<file path="src/hdl/stepper_trapezoid_move_core_defines.svh">
// Assertion macros shared by the stepper move core modules.
// No dependencies; included by the controller and the datapath.
`ifndef STEPPER_TRAPEZOID_MOVE_CORE_DEFINES_SVH
`define STEPPER_TRAPEZOID_MOVE_CORE_DEFINES_SVH

// same-cycle implication
`define STM_ASSERT_NOW(label, clk, rst_n, ante, cons, msg) \
    label: assert property (@(posedge clk) disable iff (!(rst_n)) (ante) |-> (cons)) \
        else $error(msg);

// next-cycle implication
`define STM_ASSERT_NEXT(label, clk, rst_n, ante, cons, msg) \
    label: assert property (@(posedge clk) disable iff (!(rst_n)) (ante) |=> (cons)) \
        else $error(msg);

`endif

</file>
<file path="src/hdl/stm_pkg.sv">
// Shared constants, types and codes for the stepper trapezoid move core.
// No dependencies; imported by stm_ctrl, stm_dpath and the top level.
`timescale 1ns / 1ps

package stm_pkg;

    // position arithmetic width (16..48)
    localparam int POS_BITS   = 32;

    localparam int RAMP_W     = 20;
    localparam int LEN_W      = 31;
    localparam int REM_W      = 32;
    localparam int LVL_W      = 7;
    localparam int PER_W      = 11;
    localparam int CMP_W      = 10;

    // remainder unit: RADIX bits of the distance per cycle
    localparam int RADIX      = 4;
    localparam int DIV_STEPS  = (POS_BITS + RADIX - 1) / RADIX;
    localparam int DIV_W      = DIV_STEPS * RADIX;
    localparam int CNT_W      = (DIV_STEPS > 1) ? $clog2(DIV_STEPS) : 1;

    // ramp/100 via reciprocal: floor(ramp * RECIP / 2^RECIP_SHIFT) is exact for 20-bit ramp
    localparam int RECIP_W     = 21;
    localparam int RECIP_SHIFT = 27;
    localparam logic [RECIP_W-1:0] RECIP = 21'd1342178;
    localparam int PROD_W      = RAMP_W + RECIP_W;
    localparam int Q_BITS      = 14;

    localparam logic [PER_W-1:0]  PERIOD_BASE = 11'd1130;
    localparam logic [LVL_W-1:0]  SPEED_SHORT = 7'd30;
    localparam logic [LVL_W-1:0]  LVL_MAX     = 7'd100;
    localparam logic [LVL_W-1:0]  LVL_MIN     = 7'd2;
    localparam logic [RAMP_W-1:0] RAMP_RESET  = 20'd10000;

    // stream widths
    localparam int S_DATA_W   = 72;
    localparam int S_USER_W   = 2;
    localparam int M_DATA_W   = 32;

    // configuration register indexes
    localparam int CFG_IDX_W  = 2;
    localparam logic [CFG_IDX_W-1:0] CFG_RAMP_FIRST  = 2'd0;
    localparam logic [CFG_IDX_W-1:0] CFG_RAMP_SECOND = 2'd1;

    // operation codes
    localparam logic OP_POLL  = 1'b0;
    localparam logic OP_START = 1'b1;

    typedef logic [POS_BITS-1:0] t_pos;

    typedef struct packed {
        logic capture;
        logic load;
        logic diff;
        logic div_step;
        logic commit;
    } t_dp_cmd;

    typedef struct packed {
        logic out_free;
    } t_dp_stat;

endpackage

</file>
<file path="src/hdl/stm_ctrl.sv">
// Sequencer for one request: capture, load, difference, remainder steps, commit.
// Depends on stm_pkg and stepper_trapezoid_move_core_defines.svh.
`timescale 1ns / 1ps
`include "stepper_trapezoid_move_core_defines.svh"

module stm_ctrl
    import stm_pkg::*;
(
    input  logic     i_clk,
    input  logic     i_rst_n,
    input  logic     i_s_axis_tvalid,
    output logic     o_s_axis_tready,
    input  t_dp_stat i_stat,
    output t_dp_cmd  o_cmd
);

    typedef enum logic [2:0] {
        ST_IDLE,
        ST_LOAD,
        ST_DIFF,
        ST_DIV,
        ST_COMMIT
    } t_state;

    t_state             r_state;
    logic               r_ready;
    logic [CNT_W-1:0]   r_cnt;

    assign o_s_axis_tready = r_ready;

    always_comb begin
        o_cmd          = '0;
        o_cmd.capture  = r_ready && i_s_axis_tvalid;
        o_cmd.load     = (r_state == ST_LOAD);
        o_cmd.diff     = (r_state == ST_DIFF);
        o_cmd.div_step = (r_state == ST_DIV);
        o_cmd.commit   = (r_state == ST_COMMIT) && i_stat.out_free;
    end

    always_ff @(posedge i_clk) begin
        if (!i_rst_n) begin
            r_state <= ST_IDLE;
            r_ready <= 1'b1;
            r_cnt   <= '0;
        end else begin
            unique case (r_state)
                ST_IDLE: begin
                    if (r_ready && i_s_axis_tvalid) begin
                        r_state <= ST_LOAD;
                        r_ready <= 1'b0;
                    end
                end
                ST_LOAD: begin
                    r_state <= ST_DIFF;
                end
                ST_DIFF: begin
                    r_state <= ST_DIV;
                    r_cnt   <= CNT_W'(DIV_STEPS - 1);
                end
                ST_DIV: begin
                    if (r_cnt == '0) begin
                        r_state <= ST_COMMIT;
                    end else begin
                        r_cnt <= r_cnt - 1'b1;
                    end
                end
                ST_COMMIT: begin
                    // wait for the output register to drain
                    if (i_stat.out_free) begin
                        r_state <= ST_IDLE;
                        r_ready <= 1'b1;
                    end
                end
                default: begin
                    r_state <= ST_IDLE;
                    r_ready <= 1'b1;
                end
            endcase
        end
    end

    `STM_ASSERT_NOW(a_ready_idle, i_clk, i_rst_n, r_ready, r_state == ST_IDLE, "ready outside idle")
    `STM_ASSERT_NEXT(a_accept_load, i_clk, i_rst_n, o_cmd.capture, r_state == ST_LOAD && !r_ready, "accept did not start load")
    `STM_ASSERT_NEXT(a_div_end, i_clk, i_rst_n, r_state == ST_DIV && r_cnt == '0, r_state == ST_COMMIT, "remainder steps overran")
    `STM_ASSERT_NEXT(a_commit_idle, i_clk, i_rst_n, o_cmd.commit, r_state == ST_IDLE && r_ready, "commit did not return to idle")

endmodule

</file>
<file path="src/hdl/stm_dpath.sv">
// Datapath: per-motor move state, ramp registers, target and distance math,
// radix-16 remainder unit, ramp update and output register. Depends on stm_pkg.
`timescale 1ns / 1ps
`include "stepper_trapezoid_move_core_defines.svh"

module stm_dpath
    import stm_pkg::*;
(
    input  logic                  i_clk,
    input  logic                  i_rst_n,
    input  logic [S_DATA_W-1:0]   i_s_axis_tdata,
    input  logic [S_USER_W-1:0]   i_s_axis_tuser,
    output logic                  o_m_axis_tvalid,
    input  logic                  i_m_axis_tready,
    output logic [M_DATA_W-1:0]   o_m_axis_tdata,
    input  logic                  i_cfg_valid,
    output logic                  o_cfg_ready,
    input  logic [CFG_IDX_W-1:0]  i_cfg_index,
    input  logic [RAMP_W-1:0]     i_cfg_data,
    input  t_dp_cmd               i_cmd,
    output t_dp_stat              o_stat
);

    // per-motor state
    t_pos              r_base [2];
    logic [REM_W-1:0]  r_rem  [2];
    logic [LVL_W-1:0]  r_lvl  [2];
    logic [LVL_W-1:0]  r_spd  [2];
    logic [RAMP_W-1:0] r_ramp [2];

    // captured request
    logic              r_op;
    logic              r_sel;
    t_pos              r_pos;
    logic [LEN_W-1:0]  r_len;
    logic              r_fwd;
    logic              r_sense;

    // load stage
    t_pos              r_base_e;
    logic [REM_W-1:0]  r_rem_e;
    logic [LVL_W-1:0]  r_lvl_e;
    logic [LVL_W-1:0]  r_spd_e;
    t_pos              r_target;
    logic              r_short;
    logic [PROD_W-1:0] r_qprod;
    logic [RAMP_W-1:0] r_ramp_e;

    // difference stage and remainder unit
    t_pos              r_mag_from, r_mag_to;
    logic              r_neg_from, r_neg_to;
    logic              r_le_from, r_le_to;
    logic              r_at;
    logic [DIV_W-1:0]  r_sh_from, r_sh_to;
    logic [Q_BITS-1:0] r_rf, r_rt;

    // output register
    logic              r_out_valid;
    logic [M_DATA_W-1:0] r_out_data;

    logic              w_start;
    t_pos              w_base_e, w_rem_p, w_target;
    logic [REM_W-1:0]  w_rem_e;
    t_pos              w_dfrom, w_dto, w_mfrom, w_mto;
    logic [Q_BITS-1:0] w_qraw, w_q;
    logic              w_up, w_dn, w_abort;
    logic [LVL_W-1:0]  w_lvl, w_spd;
    logic [PER_W-1:0]  w_spd10, w_period;

    function automatic logic [Q_BITS-1:0] f_mod_step(
        input logic [Q_BITS-1:0] rem_in,
        input logic [RADIX-1:0]  bits,
        input logic [Q_BITS-1:0] q
    );
        logic [Q_BITS:0] acc;
        acc = {1'b0, rem_in};
        for (int k = RADIX - 1; k >= 0; k--) begin
            acc = {acc[Q_BITS-1:0], bits[k]};
            if (acc >= {1'b0, q}) begin
                acc = acc - {1'b0, q};
            end
        end
        return acc[Q_BITS-1:0];
    endfunction

    assign o_cfg_ready     = 1'b1;
    assign o_m_axis_tvalid = r_out_valid;
    assign o_m_axis_tdata  = r_out_data;
    assign o_stat.out_free = !r_out_valid || i_m_axis_tready;

    // load: a start replaces the stored move
    assign w_start  = (r_op == OP_START);
    assign w_base_e = w_start ? r_pos : r_base[r_sel];
    assign w_rem_e  = w_start ? REM_W'(r_len) : r_rem[r_sel];
    assign w_rem_p  = POS_BITS'(w_rem_e);
    assign w_target = r_fwd ? (w_base_e + w_rem_p) : (w_base_e - w_rem_p);

    // distances, read as signed and split into sign and magnitude
    assign w_dfrom  = r_fwd ? (r_pos - r_base_e) : (r_base_e - r_pos);
    assign w_dto    = r_fwd ? (r_target - r_pos) : (r_pos - r_target);
    assign w_mfrom  = w_dfrom[POS_BITS-1] ? (t_pos'(0) - w_dfrom) : w_dfrom;
    assign w_mto    = w_dto[POS_BITS-1] ? (t_pos'(0) - w_dto) : w_dto;

    // ramp/100, at least 1
    assign w_qraw   = r_qprod[RECIP_SHIFT +: Q_BITS];
    assign w_q      = (w_qraw == '0) ? Q_BITS'(1) : w_qraw;

    // ramp update
    assign w_up    = (r_rf == '0) && (r_neg_from || r_le_from);
    assign w_dn    = (r_rt == '0) && (r_neg_to || r_le_to);
    assign w_abort = !r_at && !r_sense;

    always_comb begin
        w_lvl = r_lvl_e;
        w_spd = r_spd_e;
        if (r_short) begin
            w_spd = SPEED_SHORT;
        end else if (!r_at) begin
            if (w_up && (w_lvl <= LVL_MAX)) begin
                w_lvl = w_lvl + 1'b1;
                w_spd = w_lvl;
            end
            if (w_dn && (w_lvl >= LVL_MIN)) begin
                w_lvl = w_lvl - 1'b1;
                w_spd = w_lvl;
            end
        end
    end

    assign w_spd10  = PER_W'({w_spd, 3'b000}) + PER_W'({w_spd, 1'b0});
    assign w_period = PERIOD_BASE - w_spd10;

    // motor state and configuration
    always_ff @(posedge i_clk) begin
        if (!i_rst_n) begin
            for (int m = 0; m < 2; m++) begin
                r_base[m] <= '0;
                r_rem[m]  <= '0;
                r_lvl[m]  <= '0;
                r_spd[m]  <= '0;
                r_ramp[m] <= RAMP_RESET;
            end
        end else begin
            if (i_cfg_valid && (i_cfg_index == CFG_RAMP_FIRST)) begin
                r_ramp[0] <= i_cfg_data;
            end
            if (i_cfg_valid && (i_cfg_index == CFG_RAMP_SECOND)) begin
                r_ramp[1] <= i_cfg_data;
            end
            if (i_cmd.commit) begin
                r_base[r_sel] <= w_abort ? r_pos : r_base_e;
                r_rem[r_sel]  <= w_abort ? '0 : r_rem_e;
                r_lvl[r_sel]  <= w_lvl;
                r_spd[r_sel]  <= w_spd;
            end
        end
    end

    // working registers
    always_ff @(posedge i_clk) begin
        if (i_cmd.capture) begin
            r_op    <= i_s_axis_tuser[0];
            r_sel   <= i_s_axis_tuser[1];
            r_pos   <= POS_BITS'(signed'(i_s_axis_tdata[31:0]));
            r_len   <= i_s_axis_tdata[62:32];
            r_fwd   <= i_s_axis_tdata[63];
            r_sense <= i_s_axis_tdata[64];
        end
        if (i_cmd.load) begin
            r_base_e <= w_base_e;
            r_rem_e  <= w_rem_e;
            r_lvl_e  <= w_start ? '0 : r_lvl[r_sel];
            r_spd_e  <= w_start ? '0 : r_spd[r_sel];
            r_target <= w_target;
            r_short  <= (REM_W + 1)'(w_rem_e) < (REM_W + 1)'({r_ramp[r_sel], 1'b0});
            r_qprod  <= PROD_W'(r_ramp[r_sel]) * PROD_W'(RECIP);
            r_ramp_e <= r_ramp[r_sel];
        end
        if (i_cmd.diff) begin
            r_neg_from <= w_dfrom[POS_BITS-1];
            r_neg_to   <= w_dto[POS_BITS-1];
            r_mag_from <= w_mfrom;
            r_mag_to   <= w_mto;
            r_at       <= (w_dto == '0);
            r_sh_from  <= DIV_W'(w_mfrom);
            r_sh_to    <= DIV_W'(w_mto);
            r_rf       <= '0;
            r_rt       <= '0;
        end
        if (i_cmd.div_step) begin
            r_rf      <= f_mod_step(r_rf, r_sh_from[DIV_W-1 -: RADIX], w_q);
            r_rt      <= f_mod_step(r_rt, r_sh_to[DIV_W-1 -: RADIX], w_q);
            r_sh_from <= r_sh_from << RADIX;
            r_sh_to   <= r_sh_to << RADIX;
            r_le_from <= (POS_BITS + RAMP_W)'(r_mag_from) <= (POS_BITS + RAMP_W)'(r_ramp_e);
            r_le_to   <= (POS_BITS + RAMP_W)'(r_mag_to) <= (POS_BITS + RAMP_W)'(r_ramp_e);
        end
        if (i_cmd.commit) begin
            // compare, period, speed, direction, enable, aborted, done
            r_out_data <= {w_period[PER_W-1:1], w_period, w_spd, !r_fwd,
                           !r_at && r_sense, w_abort, r_at};
        end
    end

    always_ff @(posedge i_clk) begin
        if (!i_rst_n) begin
            r_out_valid <= 1'b0;
        end else if (i_cmd.commit) begin
            r_out_valid <= 1'b1;
        end else if (i_m_axis_tready) begin
            r_out_valid <= 1'b0;
        end
    end

    `STM_ASSERT_NOW(a_done_abort, i_clk, i_rst_n, r_out_valid, !(r_out_data[0] && r_out_data[1]), "done and aborted together")
    `STM_ASSERT_NEXT(a_commit_valid, i_clk, i_rst_n, i_cmd.commit, r_out_valid, "commit lost its result")
    `STM_ASSERT_NEXT(a_rem_range, i_clk, i_rst_n, i_cmd.div_step, (r_rf < w_q) && (r_rt < w_q), "remainder out of range")

endmodule

</file>
<file path="src/hdl/stepper_trapezoid_move_core.sv">
// Top level of the two-motor stepper move core with trapezoidal ramp.
// Depends on stm_pkg, stm_ctrl and stm_dpath.
//
// Usage:
//   Requests enter on the s_axis channel: tuser = {motor_select, operation},
//   tdata = position, move_length, move_forward, enable_sense. A start request
//   latches a new move for the selected motor; a poll reports its progress.
//   Each request yields one result on m_axis carrying done, aborted, enable,
//   direction, speed and the step timer period and compare values.
//   Ramp lengths per motor are written on the cfg channel (index 0 motor one,
//   index 1 motor two); the user must write them only while no request is in
//   flight, which the block does not enforce; o_cfg_ready is always high.
//   Each accepted request passes through the load, difference, remainder and
//   commit states before the next is taken; the 4-bit-per-cycle remainder
//   unit tests the distances for multiples of ramp/100.
//   A finished result waits in the output register; a new request is accepted
//   meanwhile, but its commit holds until the receiver takes the old result.
//   Reset (synchronous, active low) clears all moves, levels and speeds and
//   sets both ramp lengths to 10000; no clearing pass is needed.
`timescale 1ns / 1ps

module stepper_trapezoid_move_core
    import stm_pkg::*;
(
    input  logic                  i_clk,
    input  logic                  i_rst_n,
    input  logic                  i_s_axis_tvalid,
    output logic                  o_s_axis_tready,
    // [31:0] position, [62:32] move_length, [63] move_forward,
    // [64] enable_sense, [71:65] zero
    input  logic [S_DATA_W-1:0]   i_s_axis_tdata,
    // [0] operation, [1] motor_select
    input  logic [S_USER_W-1:0]   i_s_axis_tuser,
    output logic                  o_m_axis_tvalid,
    input  logic                  i_m_axis_tready,
    // [0] done_res, [1] aborted, [2] enable_out, [3] direction_pin,
    // [10:4] speed_level, [21:11] timer_period, [31:22] timer_compare
    output logic [M_DATA_W-1:0]   o_m_axis_tdata,
    input  logic                  i_cfg_valid,
    output logic                  o_cfg_ready,
    input  logic [CFG_IDX_W-1:0]  i_cfg_index,
    input  logic [RAMP_W-1:0]     i_cfg_data
);

    t_dp_cmd  w_cmd;
    t_dp_stat w_stat;

    stm_ctrl u_ctrl (
        .i_clk           (i_clk),
        .i_rst_n         (i_rst_n),
        .i_s_axis_tvalid (i_s_axis_tvalid),
        .o_s_axis_tready (o_s_axis_tready),
        .i_stat          (w_stat),
        .o_cmd           (w_cmd)
    );

    stm_dpath u_dpath (
        .i_clk           (i_clk),
        .i_rst_n         (i_rst_n),
        .i_s_axis_tdata  (i_s_axis_tdata),
        .i_s_axis_tuser  (i_s_axis_tuser),
        .o_m_axis_tvalid (o_m_axis_tvalid),
        .i_m_axis_tready (i_m_axis_tready),
        .o_m_axis_tdata  (o_m_axis_tdata),
        .i_cfg_valid     (i_cfg_valid),
        .o_cfg_ready     (o_cfg_ready),
        .i_cfg_index     (i_cfg_index),
        .i_cfg_data      (i_cfg_data),
        .i_cmd           (w_cmd),
        .o_stat          (w_stat)
    );

endmodule

</file>
<file path="config.mk">
export PLATFORM = sky130hd
export DESIGN_NAME = stepper_trapezoid_move_core
export DESIGN_NICKNAME = d
export VERILOG_FILES = /design/src/hdl/stm_pkg.sv /design/src/hdl/stm_ctrl.sv /design/src/hdl/stm_dpath.sv /design/src/hdl/stepper_trapezoid_move_core.sv
export VERILOG_INCLUDE_DIRS = /design/src /design/src/hdl
export SDC_FILE = /design/constraint.sdc
export NUM_CORES = 2
export LEC_CHECK = 0
export ABC_AREA = 1
export BUFFER_PORTS_ARGS = -buffer_cell sky130_fd_sc_hd__buf_2
export CAP_MARGIN = 20
export CORE_ASPECT_RATIO = 0.75
export CORE_UTILIZATION = 50
export DETAILED_ROUTE_END_ITERATION = 12
export PLACE_DENSITY = 0.66
export SYNTH_ARGS = -nofsm -noshare
export SYNTH_HDL_FRONTEND = slang
export SYNTH_SLANG_ARGS = --single-unit
</file>
<file path="constraint.sdc">
create_clock -name i_clk -period 9.9 [get_ports i_clk]
set_clock_uncertainty 0.2 [all_clocks]
set_input_delay 0.495 -clock i_clk [delete_from_list [all_inputs] [get_ports i_clk]]
set_output_delay 0.495 -clock i_clk [all_outputs]
set_load 0.05 [all_outputs]
</file>
==> run summary <==
sequential fraction of the synthesis area = 34.08%
largest net degree at the start of global routing = 129
CTS tree = built
CP max FO = 16
Cells after Synth = 6,589
Synth cell types = 71
Hold Startpoint = i_s_axis_tvalid
Critical-path top delay cell = fa_1
Post-Syn Area = 52,280 um^2
CP startpoint kind = flop
status = finished clean
register area = 17,820 um^2
Peak Freq = 0.1093 GHz
nets = 7,611
Iteration-0 DRC Markers = 4,417
Die Ht = 282.0 um
Top Ports = 136
Die Wd = 375.4 um
WHS = 0.1774 ns
Clock transition at path regs = 0.07 ns
insertion delay to the later sink of the worst-skew pair = 0.69 ns
Root Buffer = clkbuf_16
Slew @ Worst Pin = 1.097 ns
core area = 103,400 um^2
Num CTS Buffers = 61
via count = 44,650
Final Hold Viols = 0
Worst EP arrival = 9.37 ns
total wire length = 158,100 um
Hold EP = u_ctrl.r_state[2]
Area Growth Syn to Fin = 10.11%
top post-synthesis cells by area = edfxtp_1 (33%), ha_1 (14%), nand2_1 (13%), inv_1 (7.4%), fa_1 (6.0%)
Max clock buf depth = 3
row count = 102
Post-synth top cells = nand2_1 (1,791), inv_1 (1,025), edfxtp_1 (582)
hold crit path type = in2reg
Initial Util = 50.58%
layout filler cell count = 9,523
EDFF count, synth = 582
ys async rst share = 0%
routed len/inst = 19.30 um
DIE AREA = 105,900 um^2
Critical Path Sink Type = flop
initial antenna violation count = 4
Ys Warns = 0
Slew HR = 26.47%
global-route usage over all layers = 29.79%
drt via density = 5.450
first-pass GRT wire length = 242,800 um
grt total ovfl = 0
Detail Route Antenna Nets = 0
Port Buffers = 126
Avg Cell Area, Syn = 7.935 um^2
Synth Flop Type = edfxtp_1
Clock Sink Count = 599
Worst Reg-to-Reg Cells = 51
worst reg2reg path startpoint = u_dpath.r_qprod[30]
drt drc = 0
Data required, critical path = 10.12 ns
H-Tree Depth = 2
count leader, synth = nand2_1
Period minus WS final = 9.151 ns
Max Cap Viol = 0
share of cells above drive strength 1 = 7.079%
GPL Wtd Cong = 1.013
Yosys reg bits = 599
hpwl dp = 124,600 um
syn nets = 7,416
DRT Pass-1 Iters = 7
Final period util = 92.43%
vias in the first global route = 42,160
cell accounting for the most synthesized area = edfxtp_1
multi-input logic area = 29,900 um^2
hold path depth = 5
kind of critical path = reg2reg
CP dominant cell by count = nand2_1
Slew Viols, Final = 0
design area = 57,570 um^2
top-area cell type share of the netlist area = 33.43%
DP Area = 54,410 um^2
RR Endpoint = u_dpath.r_rf[7]
CP max stage delay = 0.48 ns
Setup-failing EPs final = 0
register-to-register setup slack = 0.75 ns
critical path: cells and delay by family, from the launching register on:
family | cells | cell delay, ns
compound gates | 12 | 2.40
fa+ha+maj | 5 | 1.79
buf+inv | 4 | 0.46
flops | 1 | 0.42
xor+xnor | 1 | 0.15
simple gates | 29 | 3.42
cell type report:
class | instances | area share, %
diodes | 4 | 0.01739
clock buffers | 73 | 2.765
clock inverters | 43 | 1.019
inverters | 1056 | 6.907
multi-input cells | 4791 | 51.93
flip-flops and latches | 599 | 30.95
well taps | 1352 | 2.938
repair buffers | 275 | 3.469
cell families (layout without fill, tap and decap cells):
group / after synthesis / count (layout) / share of synthesized area (%)
compound gates: 836 / 836 / 9.163
xor+xnor: 233 / 233 / 3.917
fa+ha+maj: 726 / 726 / 19.63
buf+inv: 1199 / 1447 / 8.984
flops: 599 / 599 / 34.08
mux: 1 / 1 / 0.02632
other cells: 2 / 6 / 0.01436
simple gates: 2993 / 2993 / 24.19
placed cells by master, fill, tap and decap left out, types with 48 or more instances in the layout:
cell type      instances
inv_1               1024
clkbuf_16             61
nand3_1              277
nand4_1               66
xnor2_1               57
o21ai_0              253
nor3_1               118
dlygate4sd3_1         89
buf_4                 58
buf_2                126
fa_1                 157
a21oi_1              314
nor2_1               530
edfxtp_1             582
or2_2                 48
o21ai_1               49
xor2_1               175
nand2_1             1786
ha_1                 569
worst max-delay path by stage:
stage	from	endpoint	cells past startpoint
final	u_dpath.r_qprod[30]	u_dpath.r_rf[7]	51
after global routing	u_dpath.r_qprod[38]	u_dpath.r_rf[1]	53
after CTS	u_dpath.r_qprod[30]	u_dpath.r_rf[2]	52
after detailed placement	u_dpath.r_qprod[30]	u_dpath.r_rt[3]	47
after global placement	u_dpath.r_qprod[30]	u_dpath.r_rt[1]	47
after floorplan	u_dpath.r_qprod[28]	u_dpath.r_rf[1]	57
per-layer routing:
metal / track usage (%) / routed length, um
met3: 5.436 / 14940
met5: 0 / 13
met1: 45.83 / 76500
met4: 6.321 / 3199
met2: 43.19 / 63470
registers in the layout, indices dropped and copies added, names as in the netlist, 20 cells and up, named ones only:
name / flops
u_dpath.r_len: 31
u_dpath.r_base: 64
u_dpath.r_ramp: 40
u_dpath.r_sh_to: 32
u_dpath.r_mag_to: 32
u_dpath.r_pos: 32
u_dpath.r_ramp_e: 20
u_dpath.r_target: 32
u_dpath.r_base_e: 32
u_dpath.o_m_axis_tdata: 21
u_dpath.r_rem_e: 32
u_dpath.r_sh_from: 32
u_dpath.r_rem: 64
u_dpath.r_mag_from: 32
repair_timing:
item / 4_1_cts / 5_1_grt
setup endpoints to repair: 0 / 28
hold buffers: 89 / 0
gates resized for setup: 0 / 14
hold endpoints to repair: 111 / 0
setup buffers: 0 / 2
through the flow:
stage	TNS, ns	std cells	util, %	setup slack (ns)
6_report	0	8193	55.69	0.7493
2_1_floorplan	0	6589	-	1.802
4_1_cts	0	8187	55.60	0.3852
5_1_grt	-0.01017	8190	55.68	-0.004350
3_3_place_gp	0	7981	52.63	0.5765
3_5_place_dp	0	7982	52.63	0.4347
Power is left out: the tool's default activity adds up to more than one toggle a clock period on the data nets, which glitch-free logic cannot reach.
